[src/rtl/core/haversine_proximity_filter_top_defines.svh]
// Assertion macros shared by the proximity filter RTL.
`ifndef HAVERSINE_PROXIMITY_FILTER_TOP_DEFINES_SVH
`define HAVERSINE_PROXIMITY_FILTER_TOP_DEFINES_SVH

// Same-cycle implication, checked on every rising edge outside reset.
`define HPF_ASSERT_IMPL(label, clk, rst_n, ante, cons) \
    label: assert property (@(posedge clk) disable iff (!rst_n) (ante) |-> (cons)) \
        else $error("same-cycle check failed");

// Next-cycle implication, checked on every rising edge outside reset.
`define HPF_ASSERT_NEXT(label, clk, rst_n, ante, cons) \
    label: assert property (@(posedge clk) disable iff (!rst_n) (ante) |=> (cons)) \
        else $error("next-cycle check failed");

`endif

[src/rtl/core/hpf_pkg.sv]
package hpf_pkg;

    // Field widths of the ports.
    localparam int LAT_W      = 30;
    localparam int LON_W      = 31;
    localparam int DIST_W     = 25;
    localparam int CFG_DATA_W = 32;
    localparam int CFG_ADDR_W = 4;

    // Defaults of the top-level parameters.
    localparam int ANGLE_FRAC_BITS_DEF = 22;
    localparam int DIST_FRAC_BITS_DEF  = 10;
    localparam int CORDIC_STAGES_DEF   = 24;

    // Degree to binary-angle conversion: long division by 360, a few bits per cell.
    localparam int DIV_W     = 48;
    localparam int DIV_STEPS = 4;
    localparam int DIV_CELLS = DIV_W / DIV_STEPS;
    localparam int DIV_REM_W = 9;
    localparam logic [DIV_REM_W:0] DEG_FULL_TURN = 10'd360;
    localparam logic [DIV_W-1:0]   DEG_HALF_TURN = 48'd180;
    localparam int TURN_W    = 32;

    // CORDIC datapath width and constants.
    localparam int CW = 34;
    localparam logic signed [CW-1:0] KGAIN_Q30 = 34'sd652032874;
    localparam logic [31:0] CIRC_Q16     = 32'd2623417457;
    localparam longint unsigned HALF_CIRC_KM = 64'd20015;

    // Square root: one result bit per cell.
    localparam int ROOT_W     = 31;
    localparam int SQRT_IN_W  = 2 * ROOT_W;
    localparam int SQRT_REM_W = ROOT_W + 2;
    localparam int A_W        = 61;
    localparam logic [A_W-1:0] ONE_Q60 = {1'b1, {(A_W-1){1'b0}}};

    // Arctangent of 2^-k in binary angle units (2^32 per turn).
    localparam logic [31:0] ATAN_TURNS [32] = '{
        32'd536870912, 32'd316933406, 32'd167458907, 32'd85004756, 32'd42667331,
        32'd21354465, 32'd10679838, 32'd5340245, 32'd2670163, 32'd1335087,
        32'd667544, 32'd333772, 32'd166886, 32'd83443, 32'd41722, 32'd20861,
        32'd10430, 32'd5215, 32'd2608, 32'd1304, 32'd652, 32'd326, 32'd163,
        32'd81, 32'd41, 32'd20, 32'd10, 32'd5, 32'd3, 32'd1, 32'd1, 32'd0
    };

    // Register indexes of the configuration port.
    typedef enum logic [1:0] {
        REG_REF_LAT  = 2'd0,
        REG_REF_LON  = 2'd1,
        REG_MAX_DIST = 2'd2
    } hpf_reg_t;

    // Lane state of one division cell.
    typedef struct packed {
        logic [DIV_W-1:0]     num;
        logic [DIV_REM_W-1:0] rem;
        logic [TURN_W-1:0]    quo;
        logic                 neg;
    } div_lane_t;

    // Lane state of one rotation cell.
    typedef struct packed {
        logic signed [CW-1:0] x;
        logic signed [CW-1:0] y;
        logic [TURN_W-1:0]    z;
        logic                 flip;
    } rot_lane_t;

    // Lane state of one vectoring cell.
    typedef struct packed {
        logic signed [CW-1:0] x;
        logic signed [CW-1:0] y;
        logic signed [CW-1:0] z;
    } vec_lane_t;

    // Lane state of one square-root cell.
    typedef struct packed {
        logic [SQRT_IN_W-1:0]  num;
        logic [SQRT_REM_W-1:0] rem;
        logic [ROOT_W-1:0]     root;
    } sqrt_lane_t;

endpackage

[src/rtl/core/hpf_vec_cell.sv]
module hpf_vec_cell #(
    parameter int SHIFT = 0
) (
    input  logic               clk,
    input  logic               en,
    input  hpf_pkg::vec_lane_t lane_in,
    output hpf_pkg::vec_lane_t lane_out
);
    import hpf_pkg::*;

    vec_lane_t lane_reg;
    vec_lane_t lane_next;

    // One vectoring step: drive y toward zero and accumulate the angle.
    always_comb
    begin
        logic signed [CW-1:0] xs;
        logic signed [CW-1:0] ys;
        logic signed [CW-1:0] step;
        xs   = lane_in.x >>> SHIFT;
        ys   = lane_in.y >>> SHIFT;
        step = $signed({{(CW-32){1'b0}}, ATAN_TURNS[SHIFT]});
        if (lane_in.y > 0)
        begin
            lane_next.x = lane_in.x + ys;
            lane_next.y = lane_in.y - xs;
            lane_next.z = lane_in.z + step;
        end
        else
        begin
            lane_next.x = lane_in.x - ys;
            lane_next.y = lane_in.y + xs;
            lane_next.z = lane_in.z - step;
        end
    end

    always_ff @(posedge clk)
    begin
        if (en)
        begin
            lane_reg <= lane_next;
        end
    end

    assign lane_out = lane_reg;

endmodule

[config.mk]
export PLATFORM = sky130hd
export DESIGN_NAME = hpf_vec_cell
export DESIGN_NICKNAME = d
export VERILOG_FILES = /design/src/rtl/core/haversine_proximity_filter_top_defines.svh /design/src/rtl/core/hpf_pkg.sv /design/src/rtl/core/hpf_vec_cell.sv
export SDC_FILE = /design/constraint.sdc
export NUM_CORES = 1
export LEC_CHECK = 0
export BUFFER_PORTS_ARGS = -buffer_cell sky130_fd_sc_hd__buf_2
export CORE_ASPECT_RATIO = 1.2
export CORE_MARGIN = 8
export CORE_UTILIZATION = 50
export DETAILED_ROUTE_END_ITERATION = 8
export PLACE_DENSITY = 0.86
export SYNTH_ARGS = -nofsm -noshare
export SYNTH_HDL_FRONTEND = slang
export SYNTH_SLANG_ARGS = --single-unit
[constraint.sdc]
create_clock -name clk -period 4.7 [get_ports clk]
set_input_delay 0.235 -clock clk [delete_from_list [all_inputs] [get_ports clk]]
set_output_delay 0.235 -clock clk [all_outputs]
set_load 0.1 [all_outputs]
Yosys cells after proc, flatten, opt, wreduce, memory -nomap -nowiden
Index checks and enable logic that the tools add are counted.
{"block": "classes", "mux": 1, "order_cmp": 1, "add_sub_neg": 5}
{"operator": "two-way mux 102 bit", "count": 1}
{"operator": "subtractor 34 bit", "count": 2}
{"operator": "adder 34 x 31 -> 34 bit (second input constant)", "count": 1}
{"operator": "adder 34 bit", "count": 1}
{"operator": "> comparator 34 x 1 -> 1 bit (second input constant)", "count": 1}
{"operator": "subtractor 34 x 31 -> 34 bit (second input constant)", "count": 1}
{"block": "word_totals", "output_inout_bits": 102, "input_bits": 104, "register_bits": 102, "elab_cells": 10}

Longest topological paths before layout
{"block": "logic_depth", "depth_word": 2, "mapped_depth": 13, "ltp_nobuf": 12}

Worst setup path before layout
Ideal clock, no wire load.
{"block": "synth_path", "path_type": "input to register", "from": "input port lane_in[64] (netlist bit)", "to": "register lane_reg (netlist bit lane_out[33]) (data pin)", "path_slack_ns": 1.972, "t_arrival_ns": 2.470, "setup_time_ns": 0.258, "path_buffers": 3, "cell_stages": 13, "t_required_ns": 4.442, "cell_sequence": "nor4_1 > nand4_1 > nor2_1 > a21oi_1 > inv_1 > buf_2 > buf_2 > buf_1 > ha_1 > a21o_1 > a21oi_1 > xnor2_1 > xnor2_1"}
{"element": "start, declared", "line": "hpf_vec_cell.sv:6", "rtl": "input hpf_pkg::vec_lane_t lane_in,"}
{"element": "end signal, assigned", "line": "hpf_vec_cell.sv:41", "rtl": "lane_reg <= lane_next;"}
{"element": "end, declared", "line": "hpf_vec_cell.sv:11", "rtl": "vec_lane_t lane_reg;"}

==> reports/qor.yml <==
timing:
  finalMaxSlewViolations: 0
  worst_pin_slew_ps: 990
  period_minus_slack_ps: 3120
  grt_setup_unrepaired: "no"
  fmax_ghz: 0.321
  hold_viol: 0
  setup_viol: 0
  setup_tns_ps: 0
  slew-limit-headroom: 0.340
  fin_crit_sh: 0.664
logic_synthesis:
  synth_top_area_frac: 0.328
  avgSynthCellArea_um2: 9.10
  ys.flop_type: "edfxtp_1"
  ys_seq_area_frac: 0.328
  netlist_instances: 1015
  synth_edf_count: 101
  synth_nets: 1226
  ys_ff_latch: 101
  netlist_area_mm2: 0.00924
  async_flop_share: 0
  ys_types: 88
  synth_area_leader_cell: "edfxtp_1"
  yosysWarnings: 0
  synth_top_cells_by_area: "edfxtp_1 33%, ha_1 14%, a21oi_1 6.0%, xnor2_1 5.5%, inv_1 3.9%"
critical_path:
  crit_top_cell: "buf_4"
  end_kind: "flop"
  cp_cell_sequence: "buf_2 -> nor4_1 -> nand4_1 -> nor2_1 -> a21oi_4 -> inv_2 -> buf_4 -> buf_4 -> and3_1 -> a21oi_1 -> xnor2_1"
  cp-startpoint: "lane_in[38]"
  crit_slowest_cell: "nor4_1"
  worstPathRequired_ps: 4810
  cp_slowest_stage_delay_ps: 670
  critPathMaxFanout: 43
  cp-start-kind: "input port"
  arrival_ps: 3230
  crit_type: "input port to flop"
global_routing:
  grt_pass1_wl_mm: 44.7
  grt_overflow: 0
  grt.total_usage: 0.244
  antenna_found_initial: 0
  grt_max_degree: 75
  grt_pass1_vias: 8256
clocking:
  cts_sinks: 101
  cts_buffer_depth: 2
  cts_inserted_buffers: 9
  cts_resized: 0
  tritoncts: "built"
  clk_pin_slew_worst_paths_ps: 80
  cts_hold_buf: 0
  h-tree-depth: 3
  post_cts_buffers: 0
  cts_root_buffer: "clkbuf_16"
drt:
  drcViolationCount: 0
  met3_length_mm: 2.30
  ant_nets: 0
  routed_wirelength_mm: 28.6
  wire_per_inst_um: 20.2
  routed.top_layer: "met4"
  num_vias: 8473
  drt_iter0_drc: 788
  drt_first_pass_iters: 7
  met2WireLength_mm: 13.4
  viasPerCell: 5.97
  drt-met1-wl_mm: 11.9
power_and_ir_drop:
  pwr-share-comb: 0.505
  total_power_mw: 3.93
  powerDensity_mw_per_mm2: 371
  irDropWorstVdd_uv: 182
  netSwitchingFraction: 0.502
  power.switching_mw: 1.97
  leakagePower_nw: 4.63
  power_frac_seq: 0.304
  p_clk_frac: 0.192
  p_int_mw: 1.96
floorplan:
  die_h_um: 165
  rows: 54
  initial_utilization: 0.508
  core_area_mm2: 0.0182
  die_x_um: 140
  dieArea_mm2: 0.0231
  ios: 206
finish:
  area_growth_pct: 14.4
  layout_common_cells: "204 x buf_2, 109 x a21oi_1, 103 x ha_1, 101 x edfxtp_1, 95 x inv_1"
  layout_commonest_cell: "buf_2"
  layout.nets: 1402
  drive_gt1_frac: 0.222
  diodes: 0
  largest_register_ffs: 101
run_status:
  status: "finished clean"
placement:
  port_buffers: 205
  gp_congestion: 1.01
  dp_hpwl_mm: 22.5
job:
  max-cap-violations: 0
min_path:
  hold_class: "input port to flop"
  hp-start: "lane_in[0]"
power by group through the flow:
stage          sequential (mW)  clock [mW]  combinational (mW)
2_1_floorplan             2.14           0               0.666
3_3_place_gp              1.21           0                1.96
3_5_place_dp              1.21           0                1.96
4_1_cts                   1.19       0.763                1.97
5_1_grt                   1.20       0.798                2.08
6_report                  1.19       0.754                1.98
cells in the mapped netlist, types with 6 or more instances:
cell type and count:
o21bai_1 25, o211ai_1 14, buf_2 9, nor4_1 12, inv_1 96, nor2_1 83
ha_1 103, edfxtp_1 101, buf_4 7, o21ai_0 55, xnor2_1 58, o21a_1 6
o21ai_1 12, xor2_1 12, o22ai_1 8, a21o_1 20, clkbuf_8 6, nand4_1 10
clkbuf_1 14, a21oi_1 110, nand3_1 14, nand2b_1 13, a211oi_1 11, nor3_1 22
nand2_1 63, nor2b_1 14, mux2i_1 7
cell families (layout without fill, tap and decap cells):
group	Yosys count	after routing	share of synthesized area
simple gates	258	258	0.138
buf+inv	147	328	0.0746
mux	7	7	0.00758
fa+ha+maj	107	107	0.148
xor+xnor	70	70	0.0664
flops	101	101	0.328
compound gates	325	325	0.237
metal layers:
layer  global-route usage  up-vias
met1                0.307     3942
met4                0.104        0
met3               0.0463       76
li1                     -     3997
met5                    0        -
met2                0.404      458
final timing paths:
check | to | cells after the start
hold / removal | lane_out[0]$_DFFE_PP_ | 1
setup / recovery | lane_out[79]$_DFFE_PP_ | 11
worst max-delay path, delay by kind of cell:
family	cells	cell delay, ps
compound gates	2	290
xor+xnor	1	170
buf+inv	4	1190
simple gates	4	1330
final cells by class:
type / instances / area [um2]
clock inverters: 6 / 56.3
well taps: 224 / 280
fillers: 1631 / 7600
repair buffers: 209 / 1060
inverters: 103 / 389
flip-flops and latches: 101 / 3030
clock buffers: 10 / 229
multi-input cells: 767 / 5530
stage by stage:
stage | worst slack [ps] | instances | hold slack [ps] | area [um2] | util
floorplan | 1970 | 1015 | 334 | 9240 | -
global placement | 1380 | 1404 | 411 | 10300 | 0.566
detailed placement | 1340 | 1404 | 413 | 10300 | 0.566
CTS | 1720 | 1420 | 37.4 | 10600 | 0.582
global route | 1420 | 1420 | 28.0 | 10600 | 0.582
finish | 1580 | 1420 | 47.6 | 10600 | 0.582
No activity file was read; power rests on OpenSTA's default activity.
