==> config.mk <==
export PLATFORM = sky130hd
export DESIGN_NAME = hpf_div_cell
export DESIGN_NICKNAME = d
export VERILOG_FILES = /design/src/rtl/core/haversine_proximity_filter_top_defines.svh /design/src/rtl/core/hpf_pkg.sv /design/src/rtl/core/hpf_div_cell.sv
export SDC_FILE = /design/constraint.sdc
export NUM_CORES = 1
export LEC_CHECK = 0
export BUFFER_PORTS_ARGS = -buffer_cell sky130_fd_sc_hd__clkbuf_2
export CORE_ASPECT_RATIO = 0.75
export CORE_MARGIN = 3
export CORE_UTILIZATION = 42
export CTS_BUF_LIST = sky130_fd_sc_hd__clkbuf_2 sky130_fd_sc_hd__clkbuf_4 sky130_fd_sc_hd__clkbuf_8
export CTS_CLUSTER_DIAMETER = 30
export DETAILED_ROUTE_END_ITERATION = 8
export PLACE_DENSITY_LB_ADDON = 0.1
export SYNTH_ARGS = -nofsm -noshare
export SYNTH_HDL_FRONTEND = slang
export SYNTH_SLANG_ARGS = --single-unit
export TNS_END_PERCENT = 20
==> constraint.sdc <==
create_clock -name clk -period 3.26 [get_ports clk]
set_input_delay 0.163 -clock clk [delete_from_list [all_inputs] [get_ports clk]]
set_output_delay 0.163 -clock clk [all_outputs]
set_load 0.01 [all_outputs]
==> src/rtl/core/haversine_proximity_filter_top_defines.svh <==
// Assertion macros shared by the proximity filter RTL.
`ifndef HAVERSINE_PROXIMITY_FILTER_TOP_DEFINES_SVH
`define HAVERSINE_PROXIMITY_FILTER_TOP_DEFINES_SVH

// Same-cycle implication, checked on every rising edge outside reset.
`define HPF_ASSERT_IMPL(label, clk, rst_n, ante, cons) \
    label: assert property (@(posedge clk) disable iff (!rst_n) (ante) |-> (cons)) \
        else $error("same-cycle check failed");

// Next-cycle implication, checked on every rising edge outside reset.
`define HPF_ASSERT_NEXT(label, clk, rst_n, ante, cons) \
    label: assert property (@(posedge clk) disable iff (!rst_n) (ante) |=> (cons)) \
        else $error("next-cycle check failed");

`endif

==> src/rtl/core/hpf_pkg.sv <==
package hpf_pkg;

    // Field widths of the ports.
    localparam int LAT_W      = 30;
    localparam int LON_W      = 31;
    localparam int DIST_W     = 25;
    localparam int CFG_DATA_W = 32;
    localparam int CFG_ADDR_W = 4;

    // Defaults of the top-level parameters.
    localparam int ANGLE_FRAC_BITS_DEF = 22;
    localparam int DIST_FRAC_BITS_DEF  = 10;
    localparam int CORDIC_STAGES_DEF   = 24;

    // Degree to binary-angle conversion: long division by 360, a few bits per cell.
    localparam int DIV_W     = 48;
    localparam int DIV_STEPS = 4;
    localparam int DIV_CELLS = DIV_W / DIV_STEPS;
    localparam int DIV_REM_W = 9;
    localparam logic [DIV_REM_W:0] DEG_FULL_TURN = 10'd360;
    localparam logic [DIV_W-1:0]   DEG_HALF_TURN = 48'd180;
    localparam int TURN_W    = 32;

    // CORDIC datapath width and constants.
    localparam int CW = 34;
    localparam logic signed [CW-1:0] KGAIN_Q30 = 34'sd652032874;
    localparam logic [31:0] CIRC_Q16     = 32'd2623417457;
    localparam longint unsigned HALF_CIRC_KM = 64'd20015;

    // Square root: one result bit per cell.
    localparam int ROOT_W     = 31;
    localparam int SQRT_IN_W  = 2 * ROOT_W;
    localparam int SQRT_REM_W = ROOT_W + 2;
    localparam int A_W        = 61;
    localparam logic [A_W-1:0] ONE_Q60 = {1'b1, {(A_W-1){1'b0}}};

    // Arctangent of 2^-k in binary angle units (2^32 per turn).
    localparam logic [31:0] ATAN_TURNS [32] = '{
        32'd536870912, 32'd316933406, 32'd167458907, 32'd85004756, 32'd42667331,
        32'd21354465, 32'd10679838, 32'd5340245, 32'd2670163, 32'd1335087,
        32'd667544, 32'd333772, 32'd166886, 32'd83443, 32'd41722, 32'd20861,
        32'd10430, 32'd5215, 32'd2608, 32'd1304, 32'd652, 32'd326, 32'd163,
        32'd81, 32'd41, 32'd20, 32'd10, 32'd5, 32'd3, 32'd1, 32'd1, 32'd0
    };

    // Register indexes of the configuration port.
    typedef enum logic [1:0] {
        REG_REF_LAT  = 2'd0,
        REG_REF_LON  = 2'd1,
        REG_MAX_DIST = 2'd2
    } hpf_reg_t;

    // Lane state of one division cell.
    typedef struct packed {
        logic [DIV_W-1:0]     num;
        logic [DIV_REM_W-1:0] rem;
        logic [TURN_W-1:0]    quo;
        logic                 neg;
    } div_lane_t;

    // Lane state of one rotation cell.
    typedef struct packed {
        logic signed [CW-1:0] x;
        logic signed [CW-1:0] y;
        logic [TURN_W-1:0]    z;
        logic                 flip;
    } rot_lane_t;

    // Lane state of one vectoring cell.
    typedef struct packed {
        logic signed [CW-1:0] x;
        logic signed [CW-1:0] y;
        logic signed [CW-1:0] z;
    } vec_lane_t;

    // Lane state of one square-root cell.
    typedef struct packed {
        logic [SQRT_IN_W-1:0]  num;
        logic [SQRT_REM_W-1:0] rem;
        logic [ROOT_W-1:0]     root;
    } sqrt_lane_t;

endpackage

==> src/rtl/core/hpf_div_cell.sv <==
module hpf_div_cell (
    input  logic               clk,
    input  logic               en,
    input  hpf_pkg::div_lane_t lane_in,
    output hpf_pkg::div_lane_t lane_out
);
    import hpf_pkg::*;

    div_lane_t lane_reg;
    div_lane_t lane_next;

    // Restoring division by 360, a few quotient bits per cell.
    always_comb
    begin
        logic [DIV_REM_W:0] trial;
        lane_next = lane_in;
        for (int i = 0; i < DIV_STEPS; i++)
        begin
            trial = {lane_next.rem, lane_next.num[DIV_W-1]};
            lane_next.num = {lane_next.num[DIV_W-2:0], 1'b0};
            if (trial >= DEG_FULL_TURN)
            begin
                lane_next.rem = DIV_REM_W'(trial - DEG_FULL_TURN);
                lane_next.quo = {lane_next.quo[TURN_W-2:0], 1'b1};
            end
            else
            begin
                lane_next.rem = trial[DIV_REM_W-1:0];
                lane_next.quo = {lane_next.quo[TURN_W-2:0], 1'b0};
            end
        end
    end

    always_ff @(posedge clk)
    begin
        if (en)
        begin
            lane_reg <= lane_next;
        end
    end

    assign lane_out = lane_reg;

endmodule

# Word-level counts from Yosys, hierarchy flattened
# Cells that the tools add are included.
[totals] register_bits=86 latch_bits=0 ram_bits=0 romBits=0 input_bits=92 output_inout_bits=90 wordCells=16 memories=0
[classes] addsub=4 n_mul=0 n_div=0 magnitude_cmp=4 n_eq_ne=0 shift=0 muxes=4 bitwise=0 n_reduce_logical=0
[ops] cell="41-bit 2-to-1 mux" count=4
[ops] cell="10-bit by 9-bit greater-or-equal comparator with 1-bit output (second input constant)" count=4
[ops] cell="9-bit subtractor (second input constant)" count=4

# Logic depth before layout (Yosys ltp)
[logic_depth] word_depth=8 ltp_mapped=14 ltp_nobuf=14

# Worst setup path before layout
# Ideal clock, no wire load.
[synth_timing] path_type="in2reg" from="in lane_in[35] (netlist bit)" to="reg lane_reg (netlist bit lane_out[38]) (data pin)" setup_ps=264 t_arrival_ps=3045 required_time_ps=2996 path_slack_ps=-49 path_stages=14 path_buffers=0 cell_sequence="inv_1 -> ha_1 -> or4bb_1 -> o31a_1 -> and3_4 -> o31ai_4 -> a21oi_4 -> maj3_2 -> a22o_2 -> mux2i_1 -> a31oi_1 -> a311oi_4 -> mux2i_1 -> xnor2_1"
[synth_rtl] item="start: declaration" line_no="hpf_div_cell.sv:4" rtl="input hpf_pkg::div_lane_t lane_in,"
[synth_rtl] item="end signal: assignment" line_no="hpf_div_cell.sv:38" rtl="lane_reg <= lane_next;"
[synth_rtl] item="end: declaration" line_no="hpf_div_cell.sv:9" rtl="div_lane_t lane_reg;"

==> run_results.csv <==
group,metric,value,unit
run_status,status,"completed",
logic_synthesis,synth.avg_cell_area,15.7,sq um
global_routing,grt_use_total,0.189,
final_layout,largest_reg_flops,86,
setup_path,worst-path-buf-inv,3,
logic_synthesis,ys_top_cells_by_count,"edfxtp_1, nor2_1, a21oi_1",
global_routing,grt_max_degree,87,
global_routing,grt_overflow,0,
die,num_rows,28,
power_and_ir_drop,leakage,2.49,nW
worst_hold_path,min-delay-start,"lane_in[89]",
setup_path,required,3.35,ns
setup_path,critPathSlowestCell,"or4bb_1",
timing,min_period_over_period,0.982,
timing,hold_viol_final,0,
final_layout,fillers,559,
detailed_routing,first_pass_iters,4,
logic_synthesis,yosysMostFrequentCell,"edfxtp_1",
die,die_h,85.7,um
timing,relSlewSlack,0.299,
die,initial_utilization,0.441,
detailed_routing,vias,2994,
logic_synthesis,synth-seq-cells,86,
clocking,cts-buffers-inserted,9,
die,core_area,0.00806,sq mm
setup_path,cp_slowest_stage_delay,0.50,ns
power_and_ir_drop,powerDensity,482,mW/mm^2
final_layout,fin_nets,610,
detailed_routing,drtAntennaViolNets,0,
setup_path,start_kind,"input port",
timing,fmax,312,MHz
setup_path,crit_path_end_kind,"flop",
timing,slew_violations,0,
final_layout,post_route_cells_drive_above_1_share,0.481,
logic_synthesis,synth_edf_count,86,
timing,period_minus_slack,3.20,ns
setup_path,path_class,"in2reg",
clocking,clk_pin_slew_worst_paths,0.08,ns
logic_synthesis,ys_warn_count,0,
clocking,cts_buffer_depth,2,
worst_hold_path,min_path_cells,2,
detailed_routing,drt_wl_total,9.29,mm
detailed_routing,drtIter0Drc,136,
timing,rsz0062_at_grt,"true",
logic_synthesis,ys.flop_type,"edfxtp_1",
final_layout,final_cell_count_no_fill,627,
detailed_routing,vias_per_cell,4.78,
detailed_routing,post-route-drc-count,0,
die,die_w,112,um
detailed_routing,wire_per_inst,14.8,um
logic_synthesis,synth_top_area_frac,0.726,
placed_design,dp_cells,531,
logic_synthesis,ys_seq_area_frac,0.726,
setup_path,worstPathCellList,"buf_12, inv_4, ha_4, or4bb_1, o31a_1, and3_4, o31ai_4, a21oi_4, maj3_2, a22o_4, mux2i_2, a31oi_2, a311oi_4, buf_4, nor2_2, xnor2_1",
setup_path,arrival,3.29,ns
placed_design,dp_hpwl,6.23,mm
timing,tightest_slew,1.05,ns
clocking,h-tree-depth,3,
worst_hold_path,hp-class,"in2reg",
die,dieArea,0.00962,sq mm
placed_design,gp_congestion,0.886,
final_layout,n_antenna_cell,0,
worst_hold_path,whs_endpoint,"lane_out[36]",
power_and_ir_drop,ir_drop,0.000320,V
logic_synthesis,synth_area,0.00356,sq mm
timing,setup_viol,0,
clocking,cts_tree,"done",
clocking,cts_root_buf,"clkbuf_8",
global_routing,antenna_found_initial,0,
power_and_ir_drop,total_power,0.00279,W
final_layout,synthToLayoutAreaGrowth,63.0,%
global_routing,grt_pass1_vias,2963,
clocking,clock_sinks,86,
logic_synthesis,synth_cell_types,52,
die,ios,182,
logic_synthesis,synth-async-reset-ratio,0,
setup_path,worstPathMaxFanout,7,
logic_synthesis,synth_top_cell_by_area,"edfxtp_1",
logic_synthesis,syn_inst,227,
global_routing,grt_pass1_wl,14.3,mm
setup_path,crit_family,"compound AO/OA/AOI/OAI gates",
flow_run,max-cap-violations,0,
placed_design,portBuffers,173,
logic_synthesis,synthTopCellsByArea,"edfxtp_1, xnor2_1, nor2_1",
-- final cells by class --
cell class | instances | area [sq um] | area share
Sequential cell | 86 | 2580 | 0.445
Timing Repair Buffer | 286 | 1930 | 0.333
Multi-Input combinational cell | 128 | 951 | 0.164
Tap cell | 105 | 131 | 0.0227
Clock buffer | 9 | 124 | 0.0214
Clock inverter | 7 | 56.3 | 0.00971
Inverter | 6 | 25.0 | 0.00432
-- cells in the final DEF, fill, tap and decap left out, types with 3 or more instances in the layout --
cell type      Yosys  layout
dlygate4sd3_1      0      76
conb_1             1       4
mux2i_1            6       5
edfxtp_1          86      86
nor3_1             3       3
nand2_1            8       8
or2_2              3       3
buf_4              4      38
nand3b_1           3       3
nand2b_1           3       3
nor2_1            20      17
o21ai_0            9       9
a21oi_1           10      10
nor2_2             0       3
o2111ai_1          3       3
xor2_1             3       3
clkbuf_2           0     170
clkbuf_8           0       9
xnor2_1            9       9
inv_1              6       4
-- stage by stage --
stage | setup slack (ns) | instance area, sq um | hold slack, ns | TNS [ns] | util
floorplan | -0.0489 | 3570 | 0.262 | -0.0489 | -
global placement | -0.200 | 4760 | 0.340 | -0.746 | 0.591
detailed placement | -0.379 | 4760 | 0.342 | -1.57 | 0.591
CTS | 0.00338 | 5700 | 0.222 | 0 | 0.708
global route | -0.0132 | 5800 | 0.252 | -0.0332 | 0.720
finish | 0.0578 | 5800 | 0.253 | 0 | 0.720
-- worst max-delay path by stage --
| stage | start | end | cells after the start |
|---|---|---|---|
| 4_1_cts | lane_in[35] | lane_out[38] | 15 |
| 2_1_floorplan | lane_in[35] | lane_out[38] | 14 |
| 3_3_place_gp | lane_in[35] | lane_out[38] | 15 |
| 3_5_place_dp | lane_in[35] | lane_out[38] | 15 |
| 5_1_grt | lane_in[35] | lane_out[37] | 16 |
| 6_report | lane_in[35] | lane_out[37] | 16 |
-- cells by family (layout without fill, tap and decap cells) --
logic type / Yosys count / after routing / synth area share
flops: 86 / 86 / 0.726
simple gates: 54 / 54 / 0.0830
compound gates: 48 / 48 / 0.109
buf+inv: 16 / 308 / 0.0218
xor+xnor: 12 / 12 / 0.0295
mux: 7 / 7 / 0.0200
fa+ha+maj: 3 / 3 / 0.00950
other cells: 1 / 4 / 0.00105
-- power by group --
group          internal, W  switching (W)
combinational     0.000365       0.000369
sequential         0.00135      0.0000305
clock             0.000286       0.000387
total              0.00201       0.000787
-- timing repair --
action,CTS,global route
endpoints found under the setup margin,0,6
resized for setup,0,21
hold endpoints to repair,76,0
hold buffers,76,0
setup buffers,0,4
-- layer usage --
| layer | share of wire | routed length, um | track usage |
|---|---|---|---|
| met2 | 0.47 | 4360 | 0.296 |
| met1 | 0.42 | 3890 | 0.244 |
| met3 | 0.095 | 880 | 0.0769 |
| met4 | 0.017 | 161 | 0.0546 |
| met5 | 0 | 0 | 0 |
(Power assumes the default switching activity.)
