[src/rtl/core/haversine_proximity_filter_top_defines.svh]
// Assertion macros shared by the proximity filter RTL.
`ifndef HAVERSINE_PROXIMITY_FILTER_TOP_DEFINES_SVH
`define HAVERSINE_PROXIMITY_FILTER_TOP_DEFINES_SVH

// Same-cycle implication, checked on every rising edge outside reset.
`define HPF_ASSERT_IMPL(label, clk, rst_n, ante, cons) \
    label: assert property (@(posedge clk) disable iff (!rst_n) (ante) |-> (cons)) \
        else $error("same-cycle check failed");

// Next-cycle implication, checked on every rising edge outside reset.
`define HPF_ASSERT_NEXT(label, clk, rst_n, ante, cons) \
    label: assert property (@(posedge clk) disable iff (!rst_n) (ante) |=> (cons)) \
        else $error("next-cycle check failed");

`endif

[src/rtl/core/hpf_pkg.sv]
package hpf_pkg;

    // Field widths of the ports.
    localparam int LAT_W      = 30;
    localparam int LON_W      = 31;
    localparam int DIST_W     = 25;
    localparam int CFG_DATA_W = 32;
    localparam int CFG_ADDR_W = 4;

    // Defaults of the top-level parameters.
    localparam int ANGLE_FRAC_BITS_DEF = 22;
    localparam int DIST_FRAC_BITS_DEF  = 10;
    localparam int CORDIC_STAGES_DEF   = 24;

    // Degree to binary-angle conversion: long division by 360, a few bits per cell.
    localparam int DIV_W     = 48;
    localparam int DIV_STEPS = 4;
    localparam int DIV_CELLS = DIV_W / DIV_STEPS;
    localparam int DIV_REM_W = 9;
    localparam logic [DIV_REM_W:0] DEG_FULL_TURN = 10'd360;
    localparam logic [DIV_W-1:0]   DEG_HALF_TURN = 48'd180;
    localparam int TURN_W    = 32;

    // CORDIC datapath width and constants.
    localparam int CW = 34;
    localparam logic signed [CW-1:0] KGAIN_Q30 = 34'sd652032874;
    localparam logic [31:0] CIRC_Q16     = 32'd2623417457;
    localparam longint unsigned HALF_CIRC_KM = 64'd20015;

    // Square root: one result bit per cell.
    localparam int ROOT_W     = 31;
    localparam int SQRT_IN_W  = 2 * ROOT_W;
    localparam int SQRT_REM_W = ROOT_W + 2;
    localparam int A_W        = 61;
    localparam logic [A_W-1:0] ONE_Q60 = {1'b1, {(A_W-1){1'b0}}};

    // Arctangent of 2^-k in binary angle units (2^32 per turn).
    localparam logic [31:0] ATAN_TURNS [32] = '{
        32'd536870912, 32'd316933406, 32'd167458907, 32'd85004756, 32'd42667331,
        32'd21354465, 32'd10679838, 32'd5340245, 32'd2670163, 32'd1335087,
        32'd667544, 32'd333772, 32'd166886, 32'd83443, 32'd41722, 32'd20861,
        32'd10430, 32'd5215, 32'd2608, 32'd1304, 32'd652, 32'd326, 32'd163,
        32'd81, 32'd41, 32'd20, 32'd10, 32'd5, 32'd3, 32'd1, 32'd1, 32'd0
    };

    // Register indexes of the configuration port.
    typedef enum logic [1:0] {
        REG_REF_LAT  = 2'd0,
        REG_REF_LON  = 2'd1,
        REG_MAX_DIST = 2'd2
    } hpf_reg_t;

    // Lane state of one division cell.
    typedef struct packed {
        logic [DIV_W-1:0]     num;
        logic [DIV_REM_W-1:0] rem;
        logic [TURN_W-1:0]    quo;
        logic                 neg;
    } div_lane_t;

    // Lane state of one rotation cell.
    typedef struct packed {
        logic signed [CW-1:0] x;
        logic signed [CW-1:0] y;
        logic [TURN_W-1:0]    z;
        logic                 flip;
    } rot_lane_t;

    // Lane state of one vectoring cell.
    typedef struct packed {
        logic signed [CW-1:0] x;
        logic signed [CW-1:0] y;
        logic signed [CW-1:0] z;
    } vec_lane_t;

    // Lane state of one square-root cell.
    typedef struct packed {
        logic [SQRT_IN_W-1:0]  num;
        logic [SQRT_REM_W-1:0] rem;
        logic [ROOT_W-1:0]     root;
    } sqrt_lane_t;

endpackage

[src/rtl/core/hpf_sqrt_cell.sv]
module hpf_sqrt_cell (
    input  logic                clk,
    input  logic                en,
    input  hpf_pkg::sqrt_lane_t lane_in,
    output hpf_pkg::sqrt_lane_t lane_out
);
    import hpf_pkg::*;

    sqrt_lane_t lane_reg;
    sqrt_lane_t lane_next;

    // One digit of the integer square root: bring down two bits, try 4*root+1.
    always_comb
    begin
        logic [SQRT_REM_W+1:0] part;
        logic [SQRT_REM_W+1:0] trial;
        part  = {lane_in.rem, lane_in.num[SQRT_IN_W-1 -: 2]};
        trial = {2'b00, lane_in.root, 2'b01};
        lane_next.num = {lane_in.num[SQRT_IN_W-3:0], 2'b00};
        if (part >= trial)
        begin
            lane_next.rem  = SQRT_REM_W'(part - trial);
            lane_next.root = {lane_in.root[ROOT_W-2:0], 1'b1};
        end
        else
        begin
            lane_next.rem  = part[SQRT_REM_W-1:0];
            lane_next.root = {lane_in.root[ROOT_W-2:0], 1'b0};
        end
    end

    always_ff @(posedge clk)
    begin
        if (en)
        begin
            lane_reg <= lane_next;
        end
    end

    assign lane_out = lane_reg;

endmodule

[config.mk]
export PLATFORM = sky130hd
export DESIGN_NAME = hpf_sqrt_cell
export DESIGN_NICKNAME = d
export VERILOG_FILES = /design/src/rtl/core/haversine_proximity_filter_top_defines.svh /design/src/rtl/core/hpf_pkg.sv /design/src/rtl/core/hpf_sqrt_cell.sv
export SDC_FILE = /design/constraint.sdc
export NUM_CORES = 1
export LEC_CHECK = 0
export BUFFER_PORTS_ARGS = -buffer_cell sky130_fd_sc_hd__buf_2
export CAP_MARGIN = 20
export CORE_UTILIZATION = 40
export DETAILED_ROUTE_END_ITERATION = 7
export PLACE_DENSITY = 0.77
export SYNTH_ARGS = -nofsm -noshare
export SYNTH_HDL_FRONTEND = slang
export SYNTH_SLANG_ARGS = --single-unit
[constraint.sdc]
create_clock -name clk -period 3.3 [get_ports clk]
set_input_delay 0.165 -clock clk [delete_from_list [all_inputs] [get_ports clk]]
set_output_delay 0.165 -clock clk [all_outputs]
set_load 0.1 [all_outputs]
# Yosys cells after proc, flatten, opt, wreduce, memory -nomap -nowiden
# Cells that the tools add are included.
[word_totals]
reg_bits = 124
in_bits = 128
output_inout_bits = 126
elab_cells = 6
[op_classes]
addsub = 1
order_cmp = 1
muxes = 1
[op_table]
columns = ["op", "n"]
rows = [
  ["64-bit two-way mux", 1],
  ["35-bit by 33-bit greater-or-equal comparator with 1-bit output", 1],
  ["33-bit subtractor", 1],
]

# Depth between registers and ports, before layout
[logic_depth]
depth_word = 2
mapped_depth = 14

# Least setup slack after synthesis
# Ideal clock, no wire load.
[synth_timing]
path_kind = "input-to-reg"
start = "in lane_in[30] (netlist bit)"
end = "reg lane_reg, in the netlist lane_out[40] (data pin)"
setup_time_ns = 0.260
arrival_time_ns = 2.330
t_required_ns = 3.040
slack_ns = 0.710
path_stages = 12
path_buffers = 3
cell_sequence = "inv_1 ha_1 nor3b_2 nand4_1 or4_1 o21a_1 buf_6 o21a_4 buf_12 inv_12 buf_12 mux2_4"
[synth_lines]
columns = ["element", "line_no", "rtl"]
rows = [
  ["start, declared", "hpf_sqrt_cell.sv:4", "input hpf_pkg::sqrt_lane_t lane_in,"],
  ["end signal, assigned", "hpf_sqrt_cell.sv:36", "lane_reg <= lane_next;"],
  ["end, declared", "hpf_sqrt_cell.sv:9", "sqrt_lane_t lane_reg;"],
]

==> results.md <==
- GRT Util Overall: 0.2239
- Synth Register Bits: 124
- Post-synth top area share: 0.5736
- Hold Path Depth: 2
- Clock buffer count from CTS: 17
- Fill count: approximately 1.3k
- Worst-path fanout max: 26
- Largest family of logic cells by synthesized area: compound AO/OA/AOI/OAI gates
- Simple-Gate Fraction of Synth Area: 0.08365
- Largest cells by area after synthesis: edfxtp_1 57%, ha_1 6.4%, mux2_4 4.2%
- Hold_ws: around 0.063 ns
- Max-cap violations: 0
- Crit path DAT: 3.28 ns
- Die ar.: 16740 um2
- Power per cell area: between 600 and 700 nW/um2
- Post CTS Setup Buffer Count: 0
- Max FFs per register: 124
- Final min period: 3.115 ns
- Status: complete, no violations
- Post-synthesis area per instance: between 10 and 15 um2
- # IOs: 254
- Core Region: ~16000 um2
- Iter 0 DRT Violations: 293
- Clock power frac: 0.325
- Starting Density: 0.4086
- Hold WC Path Type: primary input to register
- GP Congestion: around 0.9
- Register area share after synthesis: 0.5736
- Nets: 1026
- Antenna Nets Post-Route: 0
- Multiplexer share of the synthesized area: 0.05821
- Gate power share: 0.348
- Leakage: 0.004131 uW
- Routed vias/inst: 4.983
- Initial antenna violation count: 1
- Post-Synth Adder-Cell Area: 0.06361
- DR DRC count: 0
- Gate Count Post-Synth: approximately 510
- Fmax: 321.1 MHz
- Switch Pwr: about 2400 uW
- Area grow syn2layout: 45.86%
- Switching portion of total power: 0.3982
- Tcrit/Tclk final: 0.9438
- Die width: 129.4 um
- First-pass GRT wire length: 27780 um
- XOR/XNOR Fraction of Synth Area: 0.03238
- Area leader, netlist: edfxtp_1
- Worst Path Required: 3.47 ns
- Vias: ~5.5k
- Post-DP HPWL: 13120 um
- CP endpoint kind: register
- Compound-gate portion of the synthesized area: 0.1365
- Async set-or-reset flop fraction in the synthesized netlist: 0
- Post-synth cell types: 60
- Post-synth EDFFs: 124
- Final setup fails: 0
- Die height: 129.4 um
- Main flop type after synthesis: edfxtp_1
- Fin Setup TNS: 0 ns
- H-tree depth: 4
- Initial DRT Pass Iterations: 7
- Final wirelength: 19020 um
- Number of global-route vias before repair: roughly 5.4k
- Clk root buf: clkbuf_16
- Yosys warnings: 0
- Layout cells sized above 1: 0.3724
- Final Max Tran Viols: 0
- Synth Cell Area: roughly 6500 um2
- Internal Power: 3626 uW
- Setup CP Type: primary input to register
- Routed length per instance: roughly 17 um
- CTS tree: yes
- Clk buf depth: 2
- Total grt overflow: 0
- TritonCTS Sinks: roughly 120
- Number of inserted diodes: 0
- Slew Limit Headroom: 0.6001
- Largest net degree at the start of global routing: 66
- Reg power frac: 0.327
- CP startpoint kind: primary input
- Std cell rows: 46
- Unrepaired setup endpoints after global routing: false
- Final hold violations: 0
- Actual slew at the worst max-slew pin: between 0.5 and 0.6 ns
- Clk slew on worst S/H paths: 0.06 ns
- Number of port buffers: 251
- Worst vdd ir: 0.0003489 V
[worst paths after layout]
check,start,endpoint
min,lane_in[48],lane_out[50]
max,lane_in[16],lane_out[61]
[layout make-up]
class	count	area, um2	share of cell area
Clock inverter	14	185.2	0.01956
Tap cell	216	270.3	0.02854
Sequential cell	124	3724	0.3933
Timing Repair Buffer	346	2210	0.2334
Multi-Input combinational cell	325	2446	0.2584
Inverter	51	203.9	0.02154
Clock buffer	18	429.2	0.04533
[cells in the final DEF (no fill, tap or decap), drive strengths merged, types with 3 or more instances in the layout]
| cell | netlist | final |
|---|---|---|
| o2111ai | 3 | 3 |
| a221oi | 3 | 3 |
| ha | 33 | 33 |
| buf | 12 | 256 |
| a211o | 4 | 4 |
| clkinv | 0 | 3 |
| bufinv | 0 | 3 |
| o31ai | 6 | 6 |
| dlygate4sd3 | 0 | 90 |
| nand3 | 12 | 12 |
| edfxtp | 124 | 124 |
| nand2 | 30 | 30 |
| o21bai | 5 | 5 |
| a21o | 4 | 4 |
| o21ai | 23 | 23 |
| a2111oi | 3 | 3 |
| nor4 | 5 | 5 |
| nand2b | 6 | 6 |
| and3 | 4 | 4 |
| nor2 | 27 | 27 |
| inv | 51 | 57 |
| nor3 | 11 | 11 |
| clkbuf | 2 | 18 |
| o21a | 8 | 8 |
| xnor2 | 22 | 22 |
| a21oi | 41 | 41 |
| o211ai | 11 | 11 |
| nand4 | 7 | 7 |
| mux2 | 24 | 24 |
| a211oi | 5 | 5 |
| mux2i | 4 | 4 |
[synthesized netlist by cell type (4+ instances only)]
cell / number
edfxtp_1: 124
inv_1: 50
a21oi_1: 37
ha_1: 33
nand2_1: 30
nor2_1: 27
xnor2_1: 22
o21ai_0: 20
mux2_4: 18
nand3_1: 12
nor3_1: 11
o211ai_1: 10
o21a_1: 7
mux2_2: 6
nand2b_1: 6
nand4_1: 6
o31ai_1: 6
buf_2: 5
nor4_1: 5
o21bai_1: 5
a211oi_1: 4
a21o_1: 4
and3_1: 4
mux2i_1: 4
[critical path, stage by stage]
cell and delay [ns]:
dlygate4sd3_1 0.55, buf_2 0.12, inv_1 0.05, ha_1 0.36
a21oi_1 0.25, o21ai_0 0.18, a21oi_1 0.20, o2111ai_2 0.25
a41oi_4 0.40, o21a_4 0.31, inv_12 0.11, mux2_4 0.32
[layer usage]
| layer | share of wire | wire length, um | up-vias | global-route usage |
|---|---|---|---|---|
| met5 | 0.00068 | 13 | - | 0 |
| met4 | 0.025 | 472 | 2 | 0.1059 |
| met3 | 0.072 | 1373 | 35 | 0.05739 |
| met2 | 0.51 | 9734 | 231 | 0.4026 |
| met1 | 0.39 | 7427 | 2543 | 0.2466 |
| li1 | - | - | 2640 | - |
[through the flow]
| step | total power [uW] | std cells | util | instance area, um2 | setup slack, ns |
|---|---|---|---|---|---|
| floorplan | 3635 | 514 | - | 6495 | 0.7101 |
| global placement | 3986 | 972 | 0.5001 | 7944 | 0.3374 |
| detailed placement | 3999 | 972 | 0.5001 | 7944 | 0.2845 |
| CTS | 6052 | 1094 | 0.5955 | 9459 | 0.1634 |
| global route | 6217 | 1094 | 0.5960 | 9468 | 0.005973 |
| finish | 6026 | 1094 | 0.5960 | 9468 | 0.1855 |
[power groups by stage]
stage / clock network, uW / logic [uW] / registers [uW]
4_1_cts: 1990 / 2090 / 1960
5_1_grt: 2050 / 2190 / 1980
3_3_place_gp: 0 / 1990 / 1990
6_report: 1960 / 2100 / 1970
2_1_floorplan: 0 / 491 / 3140
3_5_place_dp: 0 / 2000 / 2000
[repair_timing]
action,in CTS,in global routing
hold buffers,90,0
resized for setup,0,2
hold endpoints to repair,90,0
endpoints found under the setup margin,0,6
[logic make-up after synthesis]
logic type      after synthesis
mux                          28
buf+inv                      65
fa+ha+maj                    33
simple gates                111
xor+xnor                     24
other cells                   1
compound gates              127
flops                       124
Note: power is estimated with default switching activity, not from simulation.
