## config.mk

```make
export PLATFORM = sky130hd
export DESIGN_NAME = hpf_rot_cell
export DESIGN_NICKNAME = d
export VERILOG_FILES = /design/src/rtl/core/haversine_proximity_filter_top_defines.svh /design/src/rtl/core/hpf_pkg.sv /design/src/rtl/core/hpf_rot_cell.sv
export SDC_FILE = /design/constraint.sdc
export NUM_CORES = 1
export LEC_CHECK = 0
export ABC_AREA = 1
export BUFFER_PORTS_ARGS = -buffer_cell sky130_fd_sc_hd__buf_4
export CAP_MARGIN = 10
export CELL_PAD_IN_SITES_DETAIL_PLACEMENT = 0
export CELL_PAD_IN_SITES_GLOBAL_PLACEMENT = 1
export CORE_UTILIZATION = 43
export CTS_BUF_LIST = sky130_fd_sc_hd__clkbuf_4 sky130_fd_sc_hd__clkbuf_8 sky130_fd_sc_hd__clkbuf_16
export DETAILED_ROUTE_END_ITERATION = 12
export PLACE_DENSITY_LB_ADDON = 0.12
export SKIP_LAST_GASP = 1
export SLEW_MARGIN = 20
export SYNTH_ARGS = -nofsm -noshare
export SYNTH_HDL_FRONTEND = slang
export SYNTH_SLANG_ARGS = --single-unit
```

## constraint.sdc

```tcl
create_clock -name clk -period 4.5 [get_ports clk]
set_clock_uncertainty 0.05 [all_clocks]
set_input_delay 0.9 -clock clk [delete_from_list [all_inputs] [get_ports clk]]
set_output_delay 0.9 -clock clk [all_outputs]
set_load 0.01 [all_outputs]
```

## src/rtl/core/haversine_proximity_filter_top_defines.svh

```systemverilog
// Assertion macros shared by the proximity filter RTL.
`ifndef HAVERSINE_PROXIMITY_FILTER_TOP_DEFINES_SVH
`define HAVERSINE_PROXIMITY_FILTER_TOP_DEFINES_SVH

// Same-cycle implication, checked on every rising edge outside reset.
`define HPF_ASSERT_IMPL(label, clk, rst_n, ante, cons) \
    label: assert property (@(posedge clk) disable iff (!rst_n) (ante) |-> (cons)) \
        else $error("same-cycle check failed");

// Next-cycle implication, checked on every rising edge outside reset.
`define HPF_ASSERT_NEXT(label, clk, rst_n, ante, cons) \
    label: assert property (@(posedge clk) disable iff (!rst_n) (ante) |=> (cons)) \
        else $error("next-cycle check failed");

`endif

```

## src/rtl/core/hpf_pkg.sv

```systemverilog
package hpf_pkg;

    // Field widths of the ports.
    localparam int LAT_W      = 30;
    localparam int LON_W      = 31;
    localparam int DIST_W     = 25;
    localparam int CFG_DATA_W = 32;
    localparam int CFG_ADDR_W = 4;

    // Defaults of the top-level parameters.
    localparam int ANGLE_FRAC_BITS_DEF = 22;
    localparam int DIST_FRAC_BITS_DEF  = 10;
    localparam int CORDIC_STAGES_DEF   = 24;

    // Degree to binary-angle conversion: long division by 360, a few bits per cell.
    localparam int DIV_W     = 48;
    localparam int DIV_STEPS = 4;
    localparam int DIV_CELLS = DIV_W / DIV_STEPS;
    localparam int DIV_REM_W = 9;
    localparam logic [DIV_REM_W:0] DEG_FULL_TURN = 10'd360;
    localparam logic [DIV_W-1:0]   DEG_HALF_TURN = 48'd180;
    localparam int TURN_W    = 32;

    // CORDIC datapath width and constants.
    localparam int CW = 34;
    localparam logic signed [CW-1:0] KGAIN_Q30 = 34'sd652032874;
    localparam logic [31:0] CIRC_Q16     = 32'd2623417457;
    localparam longint unsigned HALF_CIRC_KM = 64'd20015;

    // Square root: one result bit per cell.
    localparam int ROOT_W     = 31;
    localparam int SQRT_IN_W  = 2 * ROOT_W;
    localparam int SQRT_REM_W = ROOT_W + 2;
    localparam int A_W        = 61;
    localparam logic [A_W-1:0] ONE_Q60 = {1'b1, {(A_W-1){1'b0}}};

    // Arctangent of 2^-k in binary angle units (2^32 per turn).
    localparam logic [31:0] ATAN_TURNS [32] = '{
        32'd536870912, 32'd316933406, 32'd167458907, 32'd85004756, 32'd42667331,
        32'd21354465, 32'd10679838, 32'd5340245, 32'd2670163, 32'd1335087,
        32'd667544, 32'd333772, 32'd166886, 32'd83443, 32'd41722, 32'd20861,
        32'd10430, 32'd5215, 32'd2608, 32'd1304, 32'd652, 32'd326, 32'd163,
        32'd81, 32'd41, 32'd20, 32'd10, 32'd5, 32'd3, 32'd1, 32'd1, 32'd0
    };

    // Register indexes of the configuration port.
    typedef enum logic [1:0] {
        REG_REF_LAT  = 2'd0,
        REG_REF_LON  = 2'd1,
        REG_MAX_DIST = 2'd2
    } hpf_reg_t;

    // Lane state of one division cell.
    typedef struct packed {
        logic [DIV_W-1:0]     num;
        logic [DIV_REM_W-1:0] rem;
        logic [TURN_W-1:0]    quo;
        logic                 neg;
    } div_lane_t;

    // Lane state of one rotation cell.
    typedef struct packed {
        logic signed [CW-1:0] x;
        logic signed [CW-1:0] y;
        logic [TURN_W-1:0]    z;
        logic                 flip;
    } rot_lane_t;

    // Lane state of one vectoring cell.
    typedef struct packed {
        logic signed [CW-1:0] x;
        logic signed [CW-1:0] y;
        logic signed [CW-1:0] z;
    } vec_lane_t;

    // Lane state of one square-root cell.
    typedef struct packed {
        logic [SQRT_IN_W-1:0]  num;
        logic [SQRT_REM_W-1:0] rem;
        logic [ROOT_W-1:0]     root;
    } sqrt_lane_t;

endpackage

```

## src/rtl/core/hpf_rot_cell.sv

```systemverilog
module hpf_rot_cell #(
    parameter int SHIFT = 0
) (
    input  logic               clk,
    input  logic               en,
    input  hpf_pkg::rot_lane_t lane_in,
    output hpf_pkg::rot_lane_t lane_out
);
    import hpf_pkg::*;

    rot_lane_t lane_reg;
    rot_lane_t lane_next;

    // One rotation step: turn toward zero residual angle.
    always_comb
    begin
        logic signed [CW-1:0] xs;
        logic signed [CW-1:0] ys;
        xs = lane_in.x >>> SHIFT;
        ys = lane_in.y >>> SHIFT;
        lane_next.flip = lane_in.flip;
        if (lane_in.z[TURN_W-1])
        begin
            lane_next.x = lane_in.x + ys;
            lane_next.y = lane_in.y - xs;
            lane_next.z = lane_in.z + ATAN_TURNS[SHIFT];
        end
        else
        begin
            lane_next.x = lane_in.x - ys;
            lane_next.y = lane_in.y + xs;
            lane_next.z = lane_in.z - ATAN_TURNS[SHIFT];
        end
    end

    always_ff @(posedge clk)
    begin
        if (en)
        begin
            lane_reg <= lane_next;
        end
    end

    assign lane_out = lane_reg;

endmodule

```

### Word level (Yosys, flattened, before mapping)

Cells that the tools add are included.

| storage, ports and cells | value |
|---|---|
| logic and storage cells | 10 |
| input port bits | 103 |
| output and inout bits | 101 |
| bits in registers | 101 |

| cells by class | value |
|---|---|
| mux-type cells | 1 |
| add/sub/neg operators | 5 |

Operators with widths:

| operator | number |
|---|---|
| two-way mux 100 bit | 1 |
| subtractor 34 bit | 2 |
| adder 34 bit | 1 |
| adder 32 x 30 -> 32 bit, second input constant | 1 |
| subtractor 32 x 30 -> 32 bit, second input constant | 1 |

### Longest topological paths before layout

Gate-level depths: netlist of run 1.

| logic depth | value |
|---|---|
| word-level depth | 2 |
| gate-level depth with buffers | 17 |
| gate-level depth less buffers | 16 |

### Worst setup path after synthesis of run 1

No wires, ideal clock.

| timing path | value |
|---|---|
| path kind | input port to flip-flop |
| from | input port lane_in[67] (netlist name) |
| to | register lane_reg (netlist bit lane_out[99]), data pin |
| data required time | 4.196 ns |
| path slack | 1.869 ns |
| library setup time | 0.254 ns |
| data arrival time | 2.327 ns |
| stages | 13 |
| path through | inv_1 -> ha_1 -> fa_1 -> o21ai_1 -> nand2_1 -> nand2_1 -> nand2_1 -> nand2_1 -> nand2_1 -> nand2_1 -> nand2_1 -> nand3_1 -> nand2_1 |

RTL lines:

| item | line | text |
|---|---|---|
| from (decl) | hpf_rot_cell.sv:6 | `input hpf_pkg::rot_lane_t lane_in,` |
| to (signal assigned) | hpf_rot_cell.sv:40 | `lane_reg <= lane_next;` |
| to (decl) | hpf_rot_cell.sv:11 | `rot_lane_t lane_reg;` |

==> run metrics, run 1 <==
wl on met1=17100 um; number of setup violations in the final report=0; synthesis-to-finish area growth=18.7%; crit path capture type=register; Hold Path End=lane_out[15]; placed cell count=roughly 2100; DR WL/cell=roughly 17 um; post-synthesis sequential area ratio=28.6%; CTS sink cnt=100; setup bufs post-CTS=0; crit path time final=3.14 ns; top_reg_cell synth=edfxtp_1; met3 wire length=2410 um; register bit total from synthesis=100; met2 WL post-DR=~16000 um; Placement Setup Slack=1.05 ns; die width=approximately 160 um; HP Class=input port to register; Ports=204; via/cell ratio=5.23; Initial Util=44.2%; Root Driver=clkbuf_16; cell area after placement=12200 um^2; Warnings, synthesis=0; Vert. Die Dim=158 um; grt ovf=0; initial antenna violation count=0; overall routed net length=36100 um; Post-DRT Antenna Nets=0; n_diodes=0; slowest library cell on the worst path=ha_1; PD cells=273 nW/um^2; Tcrit/Tclk final=69.9%; Final nets=between 1500 and 2000; DR iter-0 viols=817; core area=about 24000 um^2; pin count of the biggest net entering global routing=59; Syn Std Cell Area=10500 um^2; leading cell type in the layout, fill and taps excluded=nand2_1; IO Port Bufs=203; max layer used=met4; unrepaired setup endpoints after global routing=false; # DRC=0; Distinct cells, synth=40; most frequent cells in the layout=nand2_1 (457), inv_1 (238), buf_4 (208); die area=25100 um^2; Lkg Pwr=~6.3 nW; Max Fclk=318 MHz; EDFF count, synth=100; H-tree levels=3; CTS buffer count=9; first-pass detailed-route iteration total=6; final core occ=between 50% and 60%; Post-DP HPWL=29900 um; share of cells above drive strength 1=roughly 15%; FP Rows=56; Post-Layout Cell Count=2080; slowest cell delay on critical path=0.57 ns; hold path depth=1; Mapped Nets=1790; worst path arrival time=3.20 ns; CTS tree=yes; # hold bufs at CTS=0; design area=12500 um^2; max-slew violation count=0; Crit path max-delay family=simple AND/OR/NAND/NOR gates; vias in the first global route=about 10000; post-CTS sizing=0; status=completed; Crit path top cell by count=nand2_1; Fin. Hold Viols=0; gp weighted congestion=0.951; Max-cap violations=0; relative slew slack=around 32%; Worst-path clk slew=0.08 ns; CP cell instances=buf_4 > inv_1 > ha_1 > nand2_1 > nor2_2 > inv_1 > nor2_1 > nor3_1 > o21bai_1 > nand2_1 > nand3_1 > nand2_1; All-Layer GR Usage=29.3%; post-synthesis cell count=1584; Buffers & Inverters on Critical Path=3; Largest register FFs=100; syn avg cell area=6.63 um^2; DR vias=10900; CP Launch Type=input port; Slew @ Worst Pin=1.01 ns; CTS max path bufs=2; CP Max Fanout=12; HP Start=lane_in[15]; worst IR drop on VDD=0.162 mV; crit path kind=input port to register; critical path data required time=between 4 and 5 ns; first-pass GRT wire length=55000 um; Post-synth ARST share=0%; final setup margin=approximately 1.4 ns; setup TNS=0 ns
-- power breakdown --
group          leakage [nW]  internal, mW  switching (mW)  total (mW)
clock network         0.144         0.392           0.420       0.812
registers             0.977          1.17          0.0318        1.20
logic                  5.22         0.498           0.893        1.39
-- through the flow --
stage,total power [mW],hold slack (ns)
CTS,3.41,0.651
global placement,2.59,1.03
floorplan,2.05,0.949
detailed placement,2.59,1.03
finish,3.40,0.657
global route,3.61,0.651
-- metal layers --
layer,up-vias,global-route usage [%]
li1,5443,-
met1,4968,42.0
met2,418,46.1
met3,47,2.80
met4,0,9.39
met5,-,0
-- synthesized netlist by cell type (13+ instances only) --
library cell,count,share of area [%]
edfxtp_1,100,29
xor2_1,23,1.9
nand3_1,162,7.7
nor2_1,131,4.7
ha_1,99,12
nand4_1,14,0.83
inv_1,239,8.5
o21bai_1,14,1.0
nor3_1,13,0.62
buf_4,24,1.7
nand2_1,457,16
o21ai_1,16,0.76
o21ai_0,80,3.8
a21oi_1,112,5.3
-- kinds of logic (layout without fill, tap and decap cells) --
group           Yosys count  in the layout  share of synthesized area (%)
flops                   100            100                           28.6
buf+inv                 298            475                           11.7
simple gates            817            817                           32.8
fa+ha+maj               103            103                           12.6
compound gates          243            243                           12.4
xor+xnor                 23             23                           1.92
-- area by class of cell --
cell class,instances,area (um^2)
Clock buffer,9,225
Clock inverter,7,68.8
Fill cell,2472,11300
Inverter,251,942
Multi-Input combinational cell,1186,6270
Sequential cell,100,3000
Tap cell,319,399
Timing Repair Buffer,208,1560
-- worst max path at each step --
stage	slack [ns]	depth (start not counted)	startpoint	end
after detailed placement	1.05	12	lane_in[40]	lane_out[84]
after floorplan	1.87	13	lane_in[67]	lane_out[99]
after global routing	1.11	12	lane_in[41]	lane_out[84]
after CTS	1.42	12	lane_in[40]	lane_out[84]
final	1.36	12	lane_in[40]	lane_out[84]
after global placement	0.94	12	lane_in[40]	lane_out[84]
(Power assumes the default switching activity.)
==> inputs of run 2 (changes only) <==
--- a/config.mk
+++ b/config.mk
@@ -10,7 +10,7 @@
 export CAP_MARGIN = 10
 export CELL_PAD_IN_SITES_DETAIL_PLACEMENT = 0
 export CELL_PAD_IN_SITES_GLOBAL_PLACEMENT = 1
-export CORE_UTILIZATION = 43
+export CORE_UTILIZATION = 36
 export CTS_BUF_LIST = sky130_fd_sc_hd__clkbuf_4 sky130_fd_sc_hd__clkbuf_8 sky130_fd_sc_hd__clkbuf_16
 export DETAILED_ROUTE_END_ITERATION = 12
 export PLACE_DENSITY_LB_ADDON = 0.12
==> constraint.sdc (replaced) <==
create_clock -name clk -period 2.6 [get_ports clk]
set_clock_uncertainty 0.05 [all_clocks]
set_input_delay 0.52 -clock clk [delete_from_list [all_inputs] [get_ports clk]]
set_output_delay 0.52 -clock clk [all_outputs]
set_load 0.01 [all_outputs]
==> run 2 against run 1 <==
  * Count of clock-buffer cells in the layout stayed put
  * Clock power grew 72%
  * Largest cell class unchanged
  * Worst hold slack worse by 0.40 ns
  * Largest power group unchanged
  * Sequential cell count is the same
  * Critical endpoint is now lane_out[99]
  * Cell area increased by 17%
  * Via count rose by 5.5%
==> run metrics, run 2 (synthesis gave the netlist of run 1 again) <==
placed cell count=2394 (+16%); die area=29900 um^2 (+19%); All-Layer GR Usage=26.7% (-2.6 points); slowest cell delay on critical path=0.50 ns (-0.07 ns); grt ovf=0 (unchanged); HP Class=input port to register; Ports=204 (unchanged); Root Driver=clkbuf_16; overall routed net length=39400 um (+9.0%); CP Max Fanout=4 (-8); Post-Layout Cell Count=2410 (+16%); synthesis-to-finish area growth=38.8%; first-pass GRT wire length=61500 um (+12%); CP cell instances=buf_4 > ha_1 > fa_1 > o21ai_1 > nand2_1 > nand2_1 > nand2_1 > nand2_1 > nand2_1 > nand2_1 > nand2_1 > nand3_1 > nand2_1; via/cell ratio=4.76 (-9.0%); leading cell type in the layout, fill and taps excluded=buf_4; IO Port Bufs=203 (unchanged); # DRC=0 (unchanged); Vert. Die Dim=173 um (+9.2%); Fin. Hold Viols=0 (unchanged); CP Launch Type=input port; FP Rows=62 (+11%); unrepaired setup endpoints after global routing=false; CTS max path bufs=2 (unchanged); initial antenna violation count=0 (unchanged); # hold bufs at CTS=0 (unchanged); Largest register FFs=100 (unchanged); Final nets=2227 (+14%); cell area after placement=14300 um^2 (+17%); most frequent cells in the layout=buf_4 (469), nand2_1 (457), inv_1 (238); pin count of the biggest net entering global routing=59 (unchanged); Crit path top cell by count=nand2_1; CTS tree=yes; crit path time final=2.40 ns; gp weighted congestion=0.924 (-2.8%); Worst-path clk slew=0.09 ns (about the same); die width=173 um (+9.2%); design area=14600 um^2 (+17%); worst IR drop on VDD=0.241 mV (+48%); DR vias=11500 (+5.5%); DR WL/cell=16.3 um (-6.0%); setup TNS=0 ns (unchanged); WHS=0.255 ns (-0.403 ns); FILL cells=3023 (+22%); crit path kind=input port to register; Initial Util=36.6% (-7.6 points); crit path capture type=register; DR iter-0 viols=602 (-26%); Max Fclk=417 MHz; Post-DRT Antenna Nets=0 (unchanged); final setup margin=0.204 ns (-1.15 ns); worst path arrival time=2.50 ns (-0.70 ns); final core occ=50.8% (-1.7 points); first-pass detailed-route iteration total=6 (unchanged); Placement Setup Slack=-0.191 ns (-1.24 ns); Buffers & Inverters on Critical Path=1 (-2); Post-DP HPWL=33800 um (+13%); vias in the first global route=11300 (+11%); Crit path max-delay family=simple AND/OR/NAND/NOR gates; slowest library cell on the worst path=fa_1; status=completed; CTS buffer count=9 (unchanged); relative slew slack=63.5% (+31 points); PD cells=439 nW/um^2 (+61%); number of setup violations in the final report=0 (unchanged); n_diodes=0 (unchanged); total power=6.41 mW (+88%); max-slew violation count=0 (unchanged); CTS sink cnt=100 (unchanged); core area=28700 um^2 (+21%); critical path data required time=2.71 ns (-1.85 ns); H-tree levels=3 (unchanged); Tcrit/Tclk final=~92%; share of cells above drive strength 1=26.5% (+11 points); Lkg Pwr=7.62 nW (+20%); Max-cap violations=0 (unchanged); Slew @ Worst Pin=0.542 ns (-0.471 ns)
==> run 2: where the power goes <==
group	internal [mW]	switching [mW]	leakage, nW	total (mW)
clock	0.668	0.736	0.136	1.40
combinational	1.27	1.65	6.51	2.92
sequential	2.02	0.0557	0.977	2.08
total	3.96	2.44	7.62	6.41
==> run 2: area by class of cell <==
| cell class | count | area, um^2 | area share, % |
|---|---|---|---|
| Multi-Input combinational cell | 1186 | 6270 | 43.0 |
| Timing Repair Buffer | 473 | 3600 | 24.7 |
| Clock buffer | 9 | 225 | 1.54 |
| Clock inverter | 7 | 57.6 | 0.395 |
| Inverter | 251 | 942 | 6.46 |
| Tap cell | 384 | 480 | 3.29 |
| Sequential cell | 100 | 3000 | 20.6 |
==> run 2: layer usage <==
layer	vias to the layer above	track usage (%)	wire length [um]
li1	5976	-	-
met1	5193	37.8	19600
met2	273	43.7	17700
met3	29	2.99	1570
met4	0	5.94	562
met5	-	0	0
==> run 2: worst paths after layout <==
| path | startpoint | endpoint | slack, ns | depth (start not counted) |
|---|---|---|---|---|
| worst max-delay path | lane_in[33] | lane_out[99] | 0.20 | 13 |
| worst min-delay path | lane_in[16] | lane_out[16] | 0.25 | 1 |
==> run 2: repair_timing <==
action / in CTS / in global routing
resized for setup: 0 / 1
setup endpoints to repair: 0 / 2
setup buffers: 0 / 0
